$ cat config.mk
export PLATFORM = sky130hd
export DESIGN_NAME = mrfe_reduce
export DESIGN_NICKNAME = d
export VERILOG_FILES = /design/src/rtl/core/mrfe_pkg.sv /design/src/rtl/core/mrfe_reduce.sv
export SDC_FILE = /design/constraint.sdc
export NUM_CORES = 1
export LEC_CHECK = 0
export ABC_AREA = 1
export BUFFER_PORTS_ARGS = -buffer_cell sky130_fd_sc_hd__buf_2
export CELL_PAD_IN_SITES_DETAIL_PLACEMENT = 1
export CELL_PAD_IN_SITES_GLOBAL_PLACEMENT = 1
export CORE_MARGIN = 3
export CORE_UTILIZATION = 25
export CTS_CLUSTER_DIAMETER = 200
export CTS_CLUSTER_SIZE = 24
export DETAILED_ROUTE_END_ITERATION = 10
export HOLD_SLACK_MARGIN = 0.02
export PLACE_DENSITY = 0.75
export SETUP_SLACK_MARGIN = 0.2
export SYNTH_ARGS = -nofsm -noshare
export SYNTH_HDL_FRONTEND = slang
export SYNTH_SLANG_ARGS = --single-unit
$ cat constraint.sdc
create_clock -name clk -period 0.8 [get_ports clk]
set_input_delay 0.04 -clock clk [delete_from_list [all_inputs] [get_ports clk]]
set_output_delay 0.04 -clock clk [all_outputs]
set_load 0.005 [all_outputs]
$ cat src/rtl/core/mrfe_pkg.sv
// shared types and constants of the mesh refinement front engine
// no dependencies
package mrfe_pkg;

  localparam int IDX_W    = 12;
  localparam int SPL_IN_W = 11;
  localparam int REQ_W    = 3;
  localparam int STAT_W   = 2;
  localparam int DEP_W    = 13;
  localparam logic [DEP_W-1:0] DEP_MAX = 13'h1fff;

  typedef enum logic [REQ_W-1:0] {
    REQ_LOAD_SPLIT  = 3'd0,
    REQ_LOAD_VERTEX = 3'd1,
    REQ_REFINE      = 3'd2,
    REQ_COARSEN     = 3'd3,
    REQ_QUERY       = 3'd4
  } req_t;

  typedef enum logic [STAT_W-1:0] {
    STAT_DONE    = 2'd0,
    STAT_SAME    = 2'd1,
    STAT_BLOCKED = 2'd2,
    STAT_LIMIT   = 2'd3
  } status_t;

  typedef enum logic [1:0] {
    TGT_PARENT = 2'd0,
    TGT_LEFT   = 2'd1,
    TGT_RIGHT  = 2'd2,
    TGT_CHILD  = 2'd3
  } tgt_t;

endpackage

$ cat src/rtl/core/mrfe_reduce.sv
// index reduction unit: registered remainder by a constant through reciprocal multiplication
// depends on mrfe_pkg
module mrfe_reduce #(
  parameter int DIVISOR = 4096,
  parameter int LANES   = 1
) (
  input  logic                       clk,
  input  logic                       rst_n,
  input  logic                       start,
  input  logic [mrfe_pkg::IDX_W-1:0] x [LANES],
  output logic                       done,
  output logic [mrfe_pkg::IDX_W-1:0] y [LANES]
);
  import mrfe_pkg::*;

  localparam int     SH    = IDX_W + $clog2(DIVISOR);
  localparam longint RCP   = ((longint'(1) << SH) + DIVISOR - 1) / DIVISOR;
  localparam int     RCP_W = IDX_W + 2;
  localparam int     PW    = IDX_W + RCP_W;

  logic             done_r;
  logic [IDX_W-1:0] rem_r [LANES];

  // floor(v / DIVISOR) is exact for every IDX_W-bit v with this reciprocal
  function automatic logic [IDX_W-1:0] reduce_one(input logic [IDX_W-1:0] v);
    logic [PW-1:0]    prod;
    logic [IDX_W-1:0] q;
    logic [PW-1:0]    back;
    prod = PW'(v) * PW'(RCP);
    q    = IDX_W'(prod >> SH);
    back = PW'(q) * PW'(DIVISOR);
    return IDX_W'(PW'(v) - back);
  endfunction

  always_ff @(posedge clk) begin
    if (!rst_n) begin
      done_r <= 1'b0;
    end else begin
      done_r <= start;
    end
    for (int i = 0; i < LANES; i++) begin
      if (start) begin
        rem_r[i] <= reduce_one(x[i]);
      end
    end
  end

  assign done = done_r;
  assign y    = rem_r;

endmodule

==> impl_metrics.toml, run 1 <==
[run_status]
status = "finished, violations left"
violations = "negative hold slack, negative setup slack"

[timing]
drv_slew = 0
hold_viol_final = 13
finalCritPeriodShare_pct = 101.1
slew_headroom_pct = 81.76
grt_setup_unrepaired = "yes"
fin_crit_ns = 0.8090
max_freq_ghz = 1.236
tightest_slew_ns = 0.2737
setup_viol = 4
fin_worst_hold_slack_ns = -0.05109
timing.final.ws_setup_ns = -0.008953

[final_layout]
layout.nets = 62
area_growth_pct = 46.45
final_cells = 61
antenna_cells = 0
final_layout_size_suffix_gt1_share_pct = 65.22

[routing]
vias = 244
postRouteAntennaNets = 0
drt-total-wl_um = 729
drc = 0
wl_per_cell_um = 11.95
dr.pass1.iters = 2
drt-initial-drc-count = 1
viasPerCell = 4.000

[synthesis]
ys_seq_area_share_pct = 98.06
synth_top_cell_area_share_pct = 92.90
syn_area_um2 = 387.9
yosysMostFrequentCell = "edfxtp_1"
ys.warnings.count = 0
synth.avg_cell_area_um2 = 25.86
syn_inst = 15
synth.net_count = 30
synthTopCellsByCount = "12 x edfxtp_1, 1 x dfxtp_1, 1 x inv_1, 1 x nand2_1"
synth_enable_flop_cells = 12
synth_ff_type = "edfxtp_1"
yosysTopAreaCell = "edfxtp_1"
ys_types = 4
synth-seq-cells = 13
synthArstFlopShare_pct = 0
synthTopCellsByArea = "edfxtp_1 93%, dfxtp_1 5.2%, inv_1 0.97%, nand2_1 0.97%"

[global_routing]
grt_max_degree = 14
grt_pass1_vias = 273
grt_use_total_pct = 8.251
grt_pass1_wl_um = 1166
grt_antenna_before_repair = 0
globalRoute.totalOverflow = 0

[run]
maxCapViolCount = 0

[setup_path]
path_class = "reg -> out"
cpLargestDelayFamily = "flip-flops"
startpoint_type = "flip-flop"
slowest_delay_ns = 0.37
arrival_ns = 0.77
crit_slowest_cell = "edfxtp_1"
worstPathRequired_ns = 0.76
cp_cell_sequence = "buf_2"
crit_fanout = 1
critPathBufInv = 1
end_kind = "output port"

[clock_network]
cts_tree = "done"
clock-sinks = 13
cts_made_buffers = 3
cts_setup_buffers = 0
clockBufferDepth = 2
h-tree-depth = 1
path_clk_slew_ns = 0.07
cts_root_buf = "clkbuf_4"

[placement]
dp_slack_ns = 0.1601
place_hpwl_um = 595.3
portBuffers = 27
place_congestion = 0.5969
dp_cells = 57

[power_and_ir_drop]
power_leakage_nw = 0.2578
power_mw = 1.292
power_density_nw_per_um2 = 2275
vdd_drop_max_uv = 1034

[floorplanning]
row_count = 13
die-height_um = 45.39
die_w_um = 45.39
io_pins = 28
core_um2 = 1383
initial_core_util_pct = 28.05
dieArea_um2 = 2060

[min_path]
hold_path.class = "in -> reg"
[layout make-up]
cell class	instances	area, µm²
clock buffer	4	26.28
fill	151	814.5
inverter	1	3.754
multi-input combinational	1	3.754
sequential	13	380.4
tap	15	18.77
timing repair buffer	27	135.1
[power by group]
group | total, mW | switching [mW] | internal, mW
Combinational | 0.0995 | 0.0436 | 0.0559
Sequential | 0.810 | 0.0113 | 0.798
Clock | 0.383 | 0.191 | 0.192
[timing repair]
item | 4_1_cts | 5_1_grt
resized for setup | 0 | 0
endpoints found under the setup margin | 13 | 13
pin swaps | 0 | 0
endpoints found under the hold margin | 13 | 13
[state kept, by name (all words and copies together) (netlist names)]
signal  cells
done        1
y          12
[logic make-up after synthesis]
logic type / share of synthesized area, %
buffers and inverters: 0.9668
DFF: 98.07
and+or+nand+nor: 0.9668
[per-stage QoR]
stage | instance area [µm²] | utilization (%) | hold slack [ns] | TNS (ns)
2_1_floorplan | 387.9 | - | 0.1335 | 0
3_3_place_gp | 541.8 | 39.19 | 0.2208 | 0
3_5_place_dp | 541.8 | 39.19 | 0.2187 | 0
4_1_cts | 568.0 | 41.09 | -0.05595 | -0.1061
5_1_grt | 568.0 | 41.09 | -0.06878 | -0.4401
6_report | 568.0 | 41.09 | -0.05109 | -0.02678
[placed cells by master (no fill, tap or decap), drive strengths merged]
cell	instances
nand2	1
buf	27
edfxtp	12
inv	1
dfxtp	1
clkbuf	4
[per-layer routing]
metal	wire length [µm]	up-vias	GRT usage (%)
met5	0	-	0
met4	10	0	5.263
met3	50	2	2.372
met2	402	10	15.04
met1	266	112	7.868
li1	-	120	-
[worst paths after layout]
kind      startpoint              end  depth (start not counted)
max   y[4]$_DFFE_PP_             y[4]                          1
min            x[10]  y[10]$_DFFE_PP_                          1
No activity file was read; power rests on OpenSTA's default activity.
==> inputs of run 2 (changes only) <==
Settings changed: ABC_AREA 1 to not set, CTS_CLUSTER_SIZE 24 to not set.
==> run 2 against run 1 <==
Against the previous run: the run still ends with negative hold slack, negative setup slack left; global-route usage rose by 0.97 points; fmax shrank 2.6%; routed wire length is 15% higher; critical path type unchanged.
==> impl_metrics.toml, run 2 <==
[setup_path]
arrival_ns = 0.79
cp_cell_sequence = "buf_2"
crit_slowest_cell = "edfxtp_1"
worstPathRequired_ns = 0.76
cpLargestDelayFamily = "flip-flops"
critPathBufInv = 1
cp_num_cells = 1
slowest_delay_ns = 0.39
crit_fanout = 1
startpoint_type = "flip-flop"
end_kind = "output port"
path_class = "reg -> out"

[global_routing]
grt_pass1_wl_um = 1242
grt_pass1_vias = 257
grt_max_degree = 14
globalRoute.totalOverflow = 0
grt_antenna_before_repair = 0
grt_use_total_pct = 9.219

[power_and_ir_drop]
p_int_mw = 1.047
vdd_drop_max_uv = 1027
power.share.sequential_pct = 62.6
power_switching_mw = 0.2490
power_leakage_nw = 0.2505
power_density_nw_per_um2 = 2287
clkPwrFrac_pct = 29.6
swShare_pct = 19.21
combinationalPowerShare_pct = 7.9

[final_layout]
final_cell_mix = "27 x buf_2, 12 x edfxtp_1, 3 x clkbuf_4"
layout_commonest_cell = "buf_2"
final_layout_size_suffix_gt1_share_pct = 66.67
antenna_cells = 0
layout.nets = 61
nFillCells = 145
finalInstanceArea_um2 = 566.8
largest_reg_flops = 12
area_growth_pct = 46.60

[synthesis]
synthArstFlopShare_pct = 0
synth-simple-area-share_pct = 1.618
synthMuxAreaShare_pct = 0
yosysMostFrequentCell = "edfxtp_1"
synthTopCellsByArea = "edfxtp_1 93%, dfxtp_1 5.2%, and2_1 1.6%"
yosysTopAreaCell = "edfxtp_1"
synth_top_family_by_area = "simple AND/OR/NAND/NOR gates"
ys_seq_area_share_pct = 98.38
synth_enable_flop_cells = 12
synth_ff_type = "edfxtp_1"
synth_top_cell_area_share_pct = 93.20
syn_area_um2 = 386.6
ys.warnings.count = 0
synth_compound_area_share_pct = 0
synth-seq-cells = 13
syn_inst = 14
synth.net_count = 29
synthAdderAreaFrac_pct = 0
ys_types = 3
synth.avg_cell_area_um2 = 27.62
synthTopCellsByCount = "12 x edfxtp_1, 1 x and2_1, 1 x dfxtp_1"
synthXorXnorAreaFrac_pct = 0

[clock_network]
cts_tree = "done"
h-tree-depth = 1
path_clk_slew_ns = 0.08
cts_resized = 0
clock-sinks = 13
cts_root_buf = "clkbuf_4"
cts_made_buffers = 3
clockBufferDepth = 2

[timing]
timing.final.ws_setup_ns = -0.03065
drv_slew = 0
tightest_slew_ns = 0.2676
finalCritPeriodShare_pct = 103.8
fin_worst_hold_slack_ns = -0.05445
fin_crit_ns = 0.8307
hold_viol_final = 13
max_freq_ghz = 1.204
grt_setup_unrepaired = "yes"
setup_viol = 5
slew_headroom_pct = 82.16

[placement]
place_area_um2 = 540.5
portBuffers = 27
dp_slack_ns = 0.1698
place_congestion = 0.6068

[min_path]
hold_end = "y[8]$_DFFE_PP_"
whs_path_depth = 1
hold_path.class = "in -> reg"
worstHoldStart = "x[8]"

[floorplanning]
die-height_um = 45.33
die_w_um = 45.33
dieArea_um2 = 2054
io_pins = 28
core_um2 = 1383
row_count = 13
initial_core_util_pct = 27.96

[routing]
viasPerCell = 4.033
postRouteAntennaNets = 0
drc = 0
vias = 242
drt-total-wl_um = 839
drt-initial-drc-count = 3
dr.pass1.iters = 3
wl_per_cell_um = 13.98

[run_status]
status = "finished, violations left"
violations = "negative hold slack, negative setup slack"

[run]
maxCapViolCount = 0
## run 2: worst max path at each step
stage | start | to | slack [ns]
floorplan | y[0]$_DFFE_PP_ | y[0] | 0.40
global placement | start | y[2]$_DFFE_PP_ | 0.18
detailed placement | start | y[11]$_DFFE_PP_ | 0.17
CTS | y[3]$_DFFE_PP_ | y[3] | -0.05
global route | y[10]$_DFFE_PP_ | y[10] | -0.08
finish | y[3]$_DFFE_PP_ | y[3] | -0.03
## run 2: area by class of cell
class | count | area [µm²] | share of cell area [%]
Sequential cell | 13 | 380.4 | 67.11
Timing Repair Buffer | 27 | 135.1 | 23.84
Clock buffer | 4 | 26.28 | 4.636
Tap cell | 15 | 18.77 | 3.311
Multi-Input combinational cell | 1 | 6.256 | 1.104
## run 2: power by group through the flow
stage | clock network, mW | registers [mW] | logic [mW]
after global placement | 0 | 0.827 | 0.102
after CTS | 0.401 | 0.813 | 0.105
after global routing | 0.437 | 0.816 | 0.114
after floorplan | 0 | 0.835 | 0.00160
final | 0.383 | 0.811 | 0.102
after detailed placement | 0 | 0.829 | 0.105
## run 2: logic make-up (layout without fill, tap and decap cells)
| group | after synthesis | count (layout) |
|---|---|---|
| buffers and inverters | 0 | 31 |
| AND/OR/NAND/NOR | 1 | 1 |
| flip-flops | 13 | 13 |
## run 2: metal layers
layer	up-vias	wire (µm)	global-route usage, %
met4	0	0	5.263
li1	116	-	-
met1	122	255	9.415
met2	4	550	16.38
met3	0	34	2.789
met5	-	0	0
## run 2: metrics by stage
step,cells,setup TNS (ns),utilization (%),power (mW)
6_report,60,-0.06709,41.00,1.296
5_1_grt,60,-0.5429,41.00,1.367
4_1_cts,60,-0.2263,41.00,1.319
3_5_place_dp,56,0,39.10,0.9337
3_3_place_gp,56,0,39.10,0.9289
2_1_floorplan,14,0,-,0.8369
## run 2: timing repair
item | 4_1_cts | 5_1_grt
setup endpoints to repair | 13 | 13
endpoints found under the hold margin | 13 | 13
setup buffers | 0 | 0
cloned | 0 | 0
